[src/design/zsce_pkg.sv]
// Shared constants and types for the zero-selector coefficient encoder.
// No dependencies.
`default_nettype none

package zsce_pkg;

   localparam int SELECTOR_BITS_DEFAULT  = 32;
   localparam int SELECTOR_BYTES_DEFAULT = 4;
   localparam int COEF_W                 = 9;
   localparam int BYTE_BITS              = 8;
   localparam int BIT_POS_W              = 3;
   localparam int QUEUE_DEPTH            = 4;

   // One classified coefficient on its way from front to back.
   typedef struct packed {
      logic [BYTE_BITS-1:0] low_byte;
      logic                 overflow;
      logic                 last;
      logic                 cand;
      logic                 sel_bit;
   } entry_type;

endpackage

`default_nettype wire

[src/design/zsce_front.sv]
// Front end: accepts coefficients, detects zero candidates, tracks capacity.
// Depends on zsce_pkg.
`default_nettype none

module zsce_front #(
   parameter int SELECTOR_BITS  = zsce_pkg::SELECTOR_BITS_DEFAULT,
   parameter int SELECTOR_BYTES = zsce_pkg::SELECTOR_BYTES_DEFAULT
) (
   input  logic                         clock,
   input  logic                         reset,
   input  logic                         req_valid,
   output logic                         req_stall,
   input  logic [zsce_pkg::COEF_W-1:0]  req_coefficient,
   input  logic                         req_last_coefficient,
   input  logic                         queue_full,
   output logic                         push,
   output zsce_pkg::entry_type          entry
);

   localparam int STORE_BITS = SELECTOR_BYTES * zsce_pkg::BYTE_BITS;
   localparam int CAP        = (SELECTOR_BITS < STORE_BITS) ? SELECTOR_BITS : STORE_BITS;
   localparam int CW         = $clog2(CAP + 1);

   logic [CW-1:0] count_ff, count_in;
   logic          ovf_ff, ovf_in;
   logic          cand, room;

   assign req_stall = queue_full;
   assign push      = req_valid && !queue_full;

   always_comb begin
      cand = (req_coefficient[zsce_pkg::BYTE_BITS-1:0] == '0);
      room = (count_ff < CW'(CAP));

      entry.low_byte = req_coefficient[zsce_pkg::BYTE_BITS-1:0];
      entry.overflow = ovf_ff || (cand && !room);
      entry.last     = req_last_coefficient;
      entry.cand     = cand && room;
      entry.sel_bit  = req_coefficient[zsce_pkg::COEF_W-1];

      count_in = count_ff;
      ovf_in   = ovf_ff;
      if (push) begin
         if (req_last_coefficient) begin
            count_in = '0;
            ovf_in   = 1'b0;
         end else begin
            count_in = count_ff + CW'(entry.cand);
            ovf_in   = entry.overflow;
         end
      end
   end

   always_ff @(posedge clock) begin
      if (reset) begin
         count_ff <= '0;
         ovf_ff   <= 1'b0;
      end else begin
         count_ff <= count_in;
         ovf_ff   <= ovf_in;
      end
   end

endmodule

`default_nettype wire

[src/design/zsce_queue.sv]
// Short queue that decouples the front end from the result side.
// Depends on zsce_pkg.
`default_nettype none

module zsce_queue (
   input  logic                clock,
   input  logic                reset,
   input  logic                push,
   input  zsce_pkg::entry_type push_data,
   input  logic                pop,
   output zsce_pkg::entry_type pop_data,
   output logic                not_empty,
   output logic                full
);

   localparam int PW = $clog2(zsce_pkg::QUEUE_DEPTH);
   localparam int NW = $clog2(zsce_pkg::QUEUE_DEPTH + 1);

   zsce_pkg::entry_type slot_ff [zsce_pkg::QUEUE_DEPTH];
   logic [PW-1:0] wr_ptr_ff, wr_ptr_in;
   logic [PW-1:0] rd_ptr_ff, rd_ptr_in;
   logic [NW-1:0] used_ff, used_in;
   logic          do_push, do_pop;

   assign full      = (used_ff == NW'(zsce_pkg::QUEUE_DEPTH));
   assign not_empty = (used_ff != '0);
   assign pop_data  = slot_ff[rd_ptr_ff];

   always_comb begin
      do_push   = push && !full;
      do_pop    = pop && not_empty;
      wr_ptr_in = wr_ptr_ff;
      rd_ptr_in = rd_ptr_ff;
      if (do_push) begin
         wr_ptr_in = (wr_ptr_ff == PW'(zsce_pkg::QUEUE_DEPTH - 1)) ? '0 : wr_ptr_ff + PW'(1);
      end
      if (do_pop) begin
         rd_ptr_in = (rd_ptr_ff == PW'(zsce_pkg::QUEUE_DEPTH - 1)) ? '0 : rd_ptr_ff + PW'(1);
      end
      used_in = used_ff + NW'(do_push) - NW'(do_pop);
   end

   always_ff @(posedge clock) begin
      if (reset) begin
         wr_ptr_ff <= '0;
         rd_ptr_ff <= '0;
         used_ff   <= '0;
      end else begin
         wr_ptr_ff <= wr_ptr_in;
         rd_ptr_ff <= rd_ptr_in;
         used_ff   <= used_in;
      end
   end

   always_ff @(posedge clock) begin
      if (do_push) begin
         slot_ff[wr_ptr_ff] <= push_data;
      end
   end

endmodule

`default_nettype wire

[src/design/zsce_back.sv]
// Back end: emits low bytes, packs selector bits, flushes selector bytes.
// Depends on zsce_pkg.
`default_nettype none

module zsce_back #(
   parameter int SELECTOR_BYTES = zsce_pkg::SELECTOR_BYTES_DEFAULT
) (
   input  logic                           clock,
   input  logic                           reset,
   input  zsce_pkg::entry_type            q_data,
   input  logic                           q_valid,
   output logic                           q_pop,
   output logic                           rsp_valid,
   input  logic                           rsp_stall,
   output logic [zsce_pkg::BYTE_BITS-1:0] rsp_out_byte,
   output logic                           rsp_is_selector,
   output logic                           rsp_overflow,
   output logic                           rsp_end_of_code
);

   localparam int AW = (SELECTOR_BYTES > 1) ? $clog2(SELECTOR_BYTES) : 1;
   localparam int FW = $clog2(SELECTOR_BYTES + 1);
   localparam int BW = zsce_pkg::BYTE_BITS;
   localparam int PW = zsce_pkg::BIT_POS_W;

   logic [BW-1:0] sel_mem [SELECTOR_BYTES];
   logic [BW-1:0] rd_ff;
   logic [BW-1:0] asm_ff, asm_in;
   logic [PW-1:0] pos_ff, pos_in;
   logic [FW-1:0] fill_ff, fill_in;
   logic          flushing_ff, flushing_in;
   logic [AW-1:0] fidx_ff, fidx_in;
   logic          fovf_ff;
   logic          valid_ff, valid_in;
   logic [BW-1:0] byte_ff;
   logic          is_sel_ff, ovf_ff, eoc_ff;

   logic          load_en, flush_end, cand_write, byte_done, rd_en, start_flush;
   logic [BW-1:0] asm_set, sel_byte;
   logic [AW-1:0] wr_addr, rd_addr;
   logic [FW-1:0] fidx_ext;

   always_comb begin
      load_en     = !valid_ff || !rsp_stall;
      flush_end   = flushing_ff && (fidx_ff == AW'(SELECTOR_BYTES - 1));
      q_pop       = load_en && !flushing_ff && q_valid;
      start_flush = q_pop && q_data.last;
      cand_write  = q_pop && q_data.cand;
      asm_set     = asm_ff | (BW'(q_data.sel_bit) << pos_ff);
      byte_done   = cand_write && (pos_ff == PW'(BW - 1));
      wr_addr     = fill_ff[AW-1:0];
      rd_en       = load_en && (start_flush || (flushing_ff && !flush_end));
      rd_addr     = flushing_ff ? AW'(fidx_ff + AW'(1)) : '0;

      // complete bytes come from memory, the open byte from the assembly register
      fidx_ext = FW'(fidx_ff);
      if (fidx_ext < fill_ff) begin
         sel_byte = rd_ff;
      end else if (fidx_ext == fill_ff) begin
         sel_byte = asm_ff;
      end else begin
         sel_byte = '0;
      end

      asm_in  = asm_ff;
      pos_in  = pos_ff;
      fill_in = fill_ff;
      if (load_en && flush_end) begin
         asm_in  = '0;
         pos_in  = '0;
         fill_in = '0;
      end else if (cand_write) begin
         pos_in = pos_ff + PW'(1);
         if (byte_done) begin
            asm_in  = '0;
            fill_in = fill_ff + FW'(1);
         end else begin
            asm_in = asm_set;
         end
      end

      flushing_in = flushing_ff;
      fidx_in     = fidx_ff;
      if (load_en) begin
         if (flush_end) begin
            flushing_in = 1'b0;
         end else if (flushing_ff) begin
            fidx_in = fidx_ff + AW'(1);
         end else if (start_flush) begin
            flushing_in = 1'b1;
            fidx_in     = '0;
         end
      end

      valid_in = valid_ff;
      if (load_en) begin
         valid_in = flushing_ff || q_valid;
      end
   end

   always_ff @(posedge clock) begin
      if (reset) begin
         asm_ff      <= '0;
         pos_ff      <= '0;
         fill_ff     <= '0;
         flushing_ff <= 1'b0;
         fidx_ff     <= '0;
         valid_ff    <= 1'b0;
      end else begin
         asm_ff      <= asm_in;
         pos_ff      <= pos_in;
         fill_ff     <= fill_in;
         flushing_ff <= flushing_in;
         fidx_ff     <= fidx_in;
         valid_ff    <= valid_in;
      end
   end

   // selector byte memory; bypass a byte written in the same cycle it is read
   always_ff @(posedge clock) begin
      if (byte_done) begin
         sel_mem[wr_addr] <= asm_set;
      end
      if (rd_en) begin
         rd_ff <= (byte_done && (wr_addr == rd_addr)) ? asm_set : sel_mem[rd_addr];
      end
   end

   always_ff @(posedge clock) begin
      if (start_flush) begin
         fovf_ff <= q_data.overflow;
      end
      if (load_en) begin
         if (flushing_ff) begin
            byte_ff   <= sel_byte;
            is_sel_ff <= 1'b1;
            ovf_ff    <= fovf_ff;
            eoc_ff    <= flush_end;
         end else begin
            byte_ff   <= q_data.low_byte;
            is_sel_ff <= 1'b0;
            ovf_ff    <= q_data.overflow;
            eoc_ff    <= 1'b0;
         end
      end
   end

   assign rsp_valid       = valid_ff;
   assign rsp_out_byte    = byte_ff;
   assign rsp_is_selector = is_sel_ff;
   assign rsp_overflow    = ovf_ff;
   assign rsp_end_of_code = eoc_ff;

endmodule

`default_nettype wire

[src/design/zero_selector_coeff_encoder.sv]
// A coefficient accepted into the queue is popped by the back end and its low byte registered for output.
// Throughput: one coefficient per cycle while rsp_stall is low and no flush runs; a coefficient
// marked last is followed on the result side by SELECTOR_BYTES selector bytes drained from the selector memory.
// The four-entry queue takes up coefficients that arrive during that drain until it is full, then req_stall
// rises and the input is held off until the queue has room again.
// Reset (synchronous, active high) clears queue, counters, selector fill and output valid.
`default_nettype none

module zero_selector_coeff_encoder #(
   parameter int SELECTOR_BITS  = zsce_pkg::SELECTOR_BITS_DEFAULT,
   parameter int SELECTOR_BYTES = zsce_pkg::SELECTOR_BYTES_DEFAULT
) (
   input  logic                           clock,
   input  logic                           reset,
   input  logic                           req_valid,
   output logic                           req_stall,
   input  logic [zsce_pkg::COEF_W-1:0]    req_coefficient,
   input  logic                           req_last_coefficient,
   output logic                           rsp_valid,
   input  logic                           rsp_stall,
   output logic [zsce_pkg::BYTE_BITS-1:0] rsp_out_byte,
   output logic                           rsp_is_selector,
   output logic                           rsp_overflow,
   output logic                           rsp_end_of_code
);

   zsce_pkg::entry_type push_entry, pop_entry;
   logic push, pop, not_empty, full;

   zsce_front #(
      .SELECTOR_BITS  (SELECTOR_BITS),
      .SELECTOR_BYTES (SELECTOR_BYTES)
   ) u_front (
      .clock                (clock),
      .reset                (reset),
      .req_valid            (req_valid),
      .req_stall            (req_stall),
      .req_coefficient      (req_coefficient),
      .req_last_coefficient (req_last_coefficient),
      .queue_full           (full),
      .push                 (push),
      .entry                (push_entry)
   );

   zsce_queue u_queue (
      .clock     (clock),
      .reset     (reset),
      .push      (push),
      .push_data (push_entry),
      .pop       (pop),
      .pop_data  (pop_entry),
      .not_empty (not_empty),
      .full      (full)
   );

   zsce_back #(
      .SELECTOR_BYTES (SELECTOR_BYTES)
   ) u_back (
      .clock           (clock),
      .reset           (reset),
      .q_data          (pop_entry),
      .q_valid         (not_empty),
      .q_pop           (pop),
      .rsp_valid       (rsp_valid),
      .rsp_stall       (rsp_stall),
      .rsp_out_byte    (rsp_out_byte),
      .rsp_is_selector (rsp_is_selector),
      .rsp_overflow    (rsp_overflow),
      .rsp_end_of_code (rsp_end_of_code)
   );

endmodule

`default_nettype wire

[config.mk]
export PLATFORM = sky130hd
export DESIGN_NAME = zero_selector_coeff_encoder
export DESIGN_NICKNAME = d
export VERILOG_FILES = /design/src/design/zsce_pkg.sv /design/src/design/zsce_front.sv /design/src/design/zsce_queue.sv /design/src/design/zsce_back.sv /design/src/design/zero_selector_coeff_encoder.sv
export SDC_FILE = /design/constraint.sdc
export NUM_CORES = 1
export LEC_CHECK = 0
export BUFFER_PORTS_ARGS = -buffer_cell sky130_fd_sc_hd__buf_4
export CAP_MARGIN = 10
export CORE_UTILIZATION = 47
export CTS_CLUSTER_DIAMETER = 100
export DETAILED_ROUTE_END_ITERATION = 6
export GPL_TIMING_DRIVEN = 0
export PLACE_DENSITY = 0.69
export SKIP_LAST_GASP = 1
export SYNTH_ARGS = -nofsm -noshare
export SYNTH_HDL_FRONTEND = slang
export SYNTH_SLANG_ARGS = --single-unit
[constraint.sdc]
create_clock -name clock -period 6.3 [get_ports clock]
set_input_delay 1.26 -clock clock [delete_from_list [all_inputs] [get_ports clock]]
set_output_delay 1.26 -clock clock [all_outputs]
set_load 0.05 [all_outputs]
After elaboration in Yosys (flattened, before gate mapping)
Memories as Yosys holds them, arrays and structs flattened. A register that Yosys moved wholly into a read port is not among the register bits.
Index checks and enable logic that the tools add are counted.
{"block": "totals", "ff_bits": 44, "latch_bits": 0, "ramBits": 80, "romBits": 0, "inputBits": 14, "out_inout_bits": 13, "wordCells": 89, "n_memories": 2}
{"block": "op_classes", "n_addsub": 8, "mul": 0, "div_mod_pow": 0, "magnitude_cmp": 2, "eq_ne": 6, "shifts": 1, "mux": 22, "bitwise": 2, "n_reduce_logical": 30}
{"memory": "u_queue.slot_ff", "depth": 4, "word_bits": 12, "rd": 1, "rd_ports_with_merged_regs": 1, "wr": 1, "line_no": "zsce_queue.sv:19", "rtl": "zsce_pkg::entry_type slot_ff [zsce_pkg::QUEUE_DEPTH];"}
{"memory": "u_back.sel_mem", "depth": 4, "word_bits": 8, "rd": 1, "rd_ports_with_merged_regs": 1, "wr": 1, "line_no": "zsce_back.sv:26", "rtl": "logic [BW-1:0] sel_mem [SELECTOR_BYTES];"}
{"cell": "$mux W8", "n": 4}
{"cell": "$logic_and A1 B1 Y1", "n": 14}
{"cell": "$mux W2", "n": 7}
{"cell": "$mux W1", "n": 10}
{"cell": "$logic_not A8 Y1", "n": 1}
{"cell": "$or A8 B8 Y8", "n": 1}
{"cell": "$shl A1 B3 Y8", "n": 1}
{"cell": "$add A2 B1 Y2 const B", "n": 3}
{"cell": "$add A3 B1 Y3 const B", "n": 2}
{"cell": "$add A6 B1 Y6", "n": 1}
{"cell": "$eq A2 B2 Y1 const B", "n": 3}
{"cell": "$eq A3 B3 Y1 const B", "n": 2}
{"cell": "$logic_not A1 Y1", "n": 6}
{"cell": "$lt A6 B6 Y1 const B", "n": 1}
{"cell": "$mux W6", "n": 1}
{"cell": "$logic_or A1 B1 Y1", "n": 4}
{"cell": "$add A3 B1 Y3", "n": 1}
{"cell": "$eq A2 B3 Y1", "n": 1}
{"cell": "$lt A2 B3 Y1", "n": 1}
{"cell": "$reduce_and A3 Y1", "n": 1}
{"cell": "$reduce_bool A3 Y1", "n": 1}
{"cell": "$sub A3 B1 Y3", "n": 1}
{"cell": "$reduce_and A2 Y1", "n": 1}
{"cell": "$reduce_bool A2 Y1", "n": 1}
{"cell": "other kinds (2)", "n": 2}

Logic depth before layout (Yosys ltp)
Gate-level depths: netlist of the first run.
{"block": "logic_depth", "depth_word": 8, "depth_mapped": 10, "mapped_depth_nobuf": 9}

Modules after synthesis
A second synthesis of the first run with hierarchy kept.
{"block": "hier_totals", "hier_cells": 408, "hier_area_um2": 5734.2}
{"module": "zsce_back", "instances": 1, "cells_each": 244, "area_each_um2": 3095.5, "seq_area_each_um2": 1921.8}
{"module": "zsce_queue", "instances": 1, "cells_each": 113, "area_each_um2": 2213.4, "seq_area_each_um2": 1621.6}
{"module": "zsce_front", "instances": 1, "cells_each": 51, "area_each_um2": 425.4, "seq_area_each_um2": 140.1}

Worst setup path after synthesis of the first run
Ideal clock, no wire load.
{"block": "synth_path", "kind": "input to register", "startpoint": "input port req_coefficient[0] (netlist bit)", "endpoint": "register u_front.count_ff[4]", "setup_time_ns": 0.116, "t_arrival_ns": 3.069, "required_time_ns": 6.184, "setup_slack_ns": 3.116, "cell_stages": 8, "n_path_buf": 0, "path_cell_list": "or4_1 nor4b_1 ha_1 ha_1 and2_1 nand4_1 xor2_1 nor2_1"}
{"item": "start, declared", "line_no": "zero_selector_coeff_encoder.sv:17", "rtl": "input logic [zsce_pkg::COEF_W-1:0] req_coefficient,"}
{"item": "end signal, assigned", "line_no": "zsce_front.sv:59", "rtl": "count_ff <= count_in;"}
{"item": "end, declared", "line_no": "zsce_front.sv:24", "rtl": "logic [CW-1:0] count_ff, count_in;"}

==> results.txt, run 1 <==
After synthesis, the cell types taking the most area are edfxtp_1, dfxtp_1, mux4_2. The number of gates resized after CTS came out at 0. The worst-case vdd ir drop came out at 0.0002534 V. The flow ran to the end, but the final reports show violations.

The number of iterations in the first detailed-routing pass came out at 7. The final reports fail on design-rule violations. 27 I/O pins were placed.

The worst setup path is of the input port to flip-flop kind. Dividing the final minimum period by the clock period gives 53.36%. The clock passes through at most 2 buffers. In this run the mean area of a mapped cell was 13.38 µm².

The worst setup path is launched from an input port. STA classifies the critical path endpoint as a flip-flop. The sequential cell area fraction in the yosys report is 64.76%.

The area of the die is 12550 µm². The die is 112.0 µm wide. The proportion of layout cells with a drive suffix above 1 came out at 15.56%. The reported max-cap violation count came out at 0. The repair_antennas step left the layout with diodes totalling 0. In this run the tightest slew margin relative to its limit is 41.23%. The slew at the pin with the worst max-slew slack came out at 0.8692 ns. By count the netlist is led by edfxtp_1, dfxtp_1, nor2_1.

For this block, the initial DRC count from the detailed router was 262. The path type of the worst min-delay path is flip-flop to flip-flop. The effective utilization at floorplan came out at 48.98%. Across the routed clock network, the largest skew measured is 0.01009 ns. The smallest setup slack after layout came out at 2.938 ns. After floorplanning, the core was sized to cover 11610 µm². The leakage power figure is 2.435 nW. The mapped cell area is 5688 µm². The routability-driven placement congestion ratio is 0.7768.

The post-synthesis register bit count came out at 134. After detailed routing, the number of remaining DRC violations is 4. Dividing the detail-routed wire length by the instance count gives 17.56 µm. The total setup buffers inserted after CTS is 0.

The clock latency on the worst-skew pair is 0.41 ns. The dominant cell type by area after synthesis is edfxtp_1. Counting the buffers created by CTS gives 17. Global routing used 19.31% of the available tracks across all layers. The count of final max-slew check failures is 0.

The area overhead of the layout relative to synthesis is 16.08%. The number of antenna violations at the first check in global routing came out at 0. The largest net degree at the start of global routing came out at 17.

The final setup violation count came out at 0. Hold repair after CTS inserted 0 buffers. The number of enable flip-flop cells after synthesis came out at 100. The via count of the first global-routing pass is 3578. The count of standard-cell rows is 39. After filler insertion, the fill cell instance count of the layout stands at 949.

The wire length after detailed routing is 10.98 mm. The final hold violation count came to 0. Counting distinct cell types in the post-synthesis netlist gives 49.

Derived from the worst setup path, the maximum achievable clock frequency is 297.5 MHz. The peak fanout along the critical path came out at 5. Clock tree synthesis found a total of 134 sinks. The arrival time of the worst setup path came out at 3.67 ns. The count of antenna-violating nets left after detailed routing came out at 0.

In the final timing run, aggregate negative setup slack is 0 ns. Counting flops with an async set or reset pin after synthesis yields a share of 0%. The minimum clock period after layout came out at 3.362 ns. The sum of internal, switching and leakage power is 0.002919 W. The vertical die dimension came out at 112.0 µm.

The share of the synthesized area in the top cell type came out at 52.79%. For this run the aggregate overflow at the end of global routing stands at 0. Among all flip-flop cells after synthesis, the most frequent one is edfxtp_1. The placement-stage worst setup slack is 2.469 ns. Setup repair after global routing left no endpoint under its margin.

The number of nets handed over by synthesis was 457. After clock tree synthesis, the clock-pin slew on the worst setup and hold paths is 0.05 ns. The required time of the critical path came out at 6.60 ns. The number of warnings reported in the yosys synthesis log came out at 0. The number of buffers added on ports is 25.

The ratio of total power to cell area is 442.1 nW/µm². The final route contains 3529 vias. The gate count after technology mapping is 425. TritonCTS built the clock tree. The vias per cell is 5.646.

The final net count is 501. The first-pass GRT wire length came out at 18.29 mm. The most used standard cell by instance count after synthesis is edfxtp_1. The root buffer cell chosen for the clock tree is clkbuf_16. Detailed placement ended at an HPWL of 7.639 mm. The H-tree generated during clock tree synthesis spans 4 levels.
final timing paths:
path | start | slack [ns] | depth (start not counted) | end
min reg2reg | u_back.flushing_ff | 0.42 | 0 | u_back.rsp_is_selector
max reg2reg | u_back.fidx_ff[0] | 3.22 | 9 | u_back.rsp_out_byte[1]
max | req_coefficient[0] | 2.94 | 9 | u_front.count_ff[4]
min | u_back.flushing_ff | 0.42 | 0 | u_back.rsp_is_selector
critical path, cell delays in order:
cell and delay (ns):
buf_4 0.13, or4_1 0.59, nor4b_1 0.75, ha_1 0.33, ha_1 0.17, and2_1 0.12
nand4_1 0.11, xor2_1 0.15, nor2_1 0.05
stage by stage:
step | hold WS [ns] | util [%] | cell area, µm² | cells
6_report | 0.4247 | 56.85 | 6603 | 625
5_1_grt | 0.4288 | 56.85 | 6603 | 625
4_1_cts | 0.4254 | 56.85 | 6603 | 625
3_5_place_dp | 0.4125 | 52.13 | 6055 | 593
3_3_place_gp | 0.4095 | 52.13 | 6055 | 593
2_1_floorplan | 0.4029 | - | 5688 | 425
layer usage:
layer	up-vias	wire length, µm	track usage, %
met5	-	0	0
met4	0	155	7.289
met3	15	607	5.184
met2	96	5310	30.60
met1	1729	4902	25.63
li1	1689	-	-
cell families (layout without fill, tap and decap cells):
kind of cell | count (synthesis) | in the layout | share of synthesized area (%)
XOR/XNOR | 9 | 9 | 1.386
AO/OA/AOI/OAI | 70 | 70 | 7.281
multiplexers | 31 | 31 | 7.875
adder cells (fa/ha/maj) | 18 | 18 | 4.091
AND/OR/NAND/NOR | 121 | 121 | 11.39
buffers and inverters | 42 | 99 | 3.212
flip-flops | 134 | 134 | 64.76
cell type report:
type / count / area, µm² / area share, %
Multi-Input combinational cell: 249 / 1822 / 27.59
Sequential cell: 134 / 3684 / 55.79
Buffer: 20 / 100.1 / 1.516
Tap cell: 143 / 178.9 / 2.710
Timing Repair Buffer: 25 / 187.7 / 2.843
Clock buffer: 29 / 531.8 / 8.054
Clock inverter: 3 / 16.27 / 0.2464
Inverter: 22 / 82.58 / 1.251
flip-flops by register name, indices dropped and copies added, names as in the netlist, 3 cells and up, named ones only:
signal,cells
u_back.fill_ff,3
u_back.asm_ff,8
u_queue.slot_ff,48
u_back.pos_ff,3
u_back.rd_ff,8
u_queue.used_ff,3
u_back.sel_mem,32
u_back.rsp_out_byte,8
u_front.count_ff,6
layout by cell type, fill, tap and decap left out, types with 3 or more instances in the layout:
cell	netlist	layout
o22ai_1	10	10
clkbuf_1	9	16
inv_1	21	21
dfxtp_1	34	34
a21oi_1	29	29
nand4_1	11	11
mux2i_1	20	20
nand3_1	6	6
or3_1	3	3
a31oi_1	17	17
nor2b_1	4	4
o21ai_0	4	4
clkbuf_8	0	4
nor3_1	10	10
nand2b_1	12	12
nand2_1	18	18
clkbuf_16	0	18
mux4_2	11	11
buf_4	3	28
xor2_1	6	6
nor2_1	32	32
buf_2	5	5
edfxtp_1	100	100
and3_1	8	8
ha_1	17	17
xnor2_1	3	3
and2_1	3	3
report_power, final:
part	switching (W)	internal, W
registers	0.0000613	0.00112
logic	0.000551	0.000286
clock network	0.000332	0.000567
total	0.000945	0.00197
Note: power is estimated with default switching activity, not from simulation.
==> run 2: changes to the inputs <==
PLACE_DENSITY = 0.71   (was 0.69)
clock period = 3.06 ns   (was 6.3 ns; I/O delays follow)
==> run 2 against run 1 <==
  * The run still ends with design-rule violations left
  * Global-route usage about the same
  * Combinational power is 110% higher
  * Highest routed layer unchanged
  * Sequential share of layout area down 0.13 points
==> results.txt, run 2 (synthesis gave the netlist of run 1 again) <==
The routability-driven placement congestion ratio came out at 0.7968 (+2.6%). The clock latency on the worst-skew pair was 0.41 ns (about the same). The arrival time of the worst setup path came out at 3.07 ns (-0.60 ns). The number of antenna violations at the first check in global routing was 0 (unchanged).

The final hold violation count came out at 0 (unchanged). The peak fanout along the critical path was 5 (unchanged). The area of all placed cells without fillers is 6618 µm² (+0.23%). The all-layer global routing usage came out at 19.32% (about the same). The ratio of total power to cell area came out at 921.5 nW/µm² (+110%). The post-route clock skew is 0.006154 ns (-0.003936 ns). The average wire per standard cell came out at 17.75 µm (+1.0%). The maximum root-to-sink buffer count came out at 2 (unchanged). The wire length after detailed routing came out at 11.07 mm (+0.88%). Setup repair after global routing left no endpoint under its margin. The via count of the routed design came out at 3599 (+2.0%). The count of antenna-violating nets left after detailed routing came to 0 (unchanged).

Compared with the post-synthesis result, the final layout area differs by 16.34%. The clock net sink count came out at 134 (unchanged). The cell area reported after detailed placement is 6055 µm² (unchanged). The post-route core utilization is 56.98% (+0.13 points).

The final reports fail on design-rule violations. Timing would allow up to 361.0 MHz. The top cell types in the final layout, fill and taps aside, are edfxtp_1, dfxtp_1, nor2_1. The root buffer cell chosen for the clock tree is clkbuf_16.

The critical path in this run is classified as input port to flip-flop. The residual overflow from global routing is 0 (unchanged). The required time of the critical path came out at 3.36 ns (-3.24 ns). The slew at the pin with the worst max-slew slack is 0.8786 ns (+0.009326 ns). TritonCTS built the clock tree. The HPWL reported at the end of detailed placement came out at 7.663 mm (+0.31%). The floorplan die width is 112.0 µm (unchanged).

The run finished, with violations left. The total setup buffers inserted after CTS is 0 (unchanged). The number of violations reported at the end of detailed-routing iteration 0 is 307 (+17%).

The largest net degree at the start of global routing was 17 (unchanged). The count of standard-cell rows came out at 39 (unchanged). The vertical die dimension came out at 112.0 µm (unchanged).

Counting flops per register, the top entry is u_queue.slot_ff. The final setup violation count came out at 0 (unchanged). The first-pass GRT wire length came out at 18.22 mm (-0.38%). The flip-flop count of the largest register, all copies and words added came out at 48 (unchanged). The largest registers in the layout are u_queue.slot_ff (48), u_back.sel_mem (32). The count of inserted antenna diode cells is 0 (unchanged). The total placed cells including tap cells was 593 (unchanged). The number of I/O pins came out at 27 (unchanged). The worst setup path is captured at a flip-flop. The number of iterations in the first detailed-routing pass is 6 (-1). The effective utilization at floorplan is 48.98% (unchanged). The area of the die came out at 12550 µm² (unchanged).

The filler-free cell count of the finished design is 624 (-0.16%). The category of the worst setup path launch point is an input port. The proportion of layout cells with a drive suffix above 1 is 16.22% (+0.66 points). The number of buffers inserted during clock tree synthesis came out at 17 (unchanged). The H-tree depth reported by CTS is 4 (unchanged).

The hold buffer count at CTS was 0 (unchanged). The final net count is 500 (-0.20%). The worst-case vdd ir drop came out at 0.0004748 V (+87%). The worst-case headroom to the max-slew limit was 40.60% (-0.63 points). The reported max-cap violation count came to 0 (unchanged).

The library cell used most frequently in the layout, excluding fill and tap cells, is edfxtp_1. The number of buffers added on ports came out at 25 (unchanged). The leakage power figure is 2.428 nW (-0.27%).

The via count of the first global-routing pass is 3725 (+4.1%). The minimum clock period after layout came out at 2.770 ns. The count of final max-slew check failures is 0 (unchanged). The worst path uses 90.51% of the clock period. The tightest min-delay check is of the input port to flip-flop type. The vias per cell came out at 5.768 (+2.1%). The floorplan core area came to 11610 µm² (unchanged). The clock-pin slew of the registers on the worst-case setup and hold paths came out at 0.06 ns (about the same). The DRC violation count after routing is 1 (-3).
run 2: what timing repair did:
| item | CTS | global route |
|---|---|---|
| gates resized for setup | 0 | 1 |
| setup endpoints to repair | 0 | 8 |
| hold endpoints to repair | 0 | 0 |
run 2: area by class of cell:
type                       instances  area [µm²]
sequential                       134        3684
buffer                            19       98.84
timing repair buffer              25       187.7
clock inverter                    14       135.1
clock buffer                      18       429.2
inverter                          22       82.58
multi-input combinational        249        1822
tap                              143       178.9
fill                             949        4996
run 2: critical path: stages:
cell and delay [ns]:
buf_4 0.13, or4_1 0.61, nor4b_1 0.76, ha_1 0.33
ha_1 0.19, and2_1 0.14, nand4_1 0.10, xor2_1 0.14
nor2_1 0.05
run 2: worst paths after layout:
kind         cells past startpoint          startpoint                     end  slack [ns]
max reg2reg                      8   u_back.fidx_ff[0]  u_back.rsp_out_byte[1]        0.47
min reg2reg                      0  u_back.flushing_ff  u_back.rsp_is_selector        0.44
min                              1  req_coefficient[8]   u_queue.slot_ff[2][0]        0.41
max                              9  req_coefficient[0]     u_front.count_ff[4]        0.29
run 2: where the power goes:
group | leakage, nW | internal, W | switching [W]
Sequential | 1.18 | 0.00231 | 0.000124
Clock | 0.269 | 0.00119 | 0.000746
Combinational | 0.980 | 0.000590 | 0.00114
Total | 2.43 | 0.00408 | 0.00201
run 2: metal layers:
metal / vias up / track usage (%) / share of wire, %
met5: - / 0 / 0
met4: 0 / 10.22 / 2.0
met3: 22 / 4.806 / 5.0
met2: 109 / 31.51 / 50
met1: 1784 / 23.93 / 43
li1: 1684 / - / -
run 2: stage by stage:
stage          worst slack (ns)  total power (W)  hold slack (ns)    TNS, ns
2_1_floorplan            0.5239         0.003701           0.4029          0
3_3_place_gp          -0.006696         0.004147           0.4209  -0.006696
3_5_place_dp           -0.09320         0.004199           0.4327    -0.1182
4_1_cts                 0.03853         0.006130           0.3981          0
5_1_grt                 0.03364         0.006379           0.3982          0
6_report                 0.2903         0.006098           0.4093          0
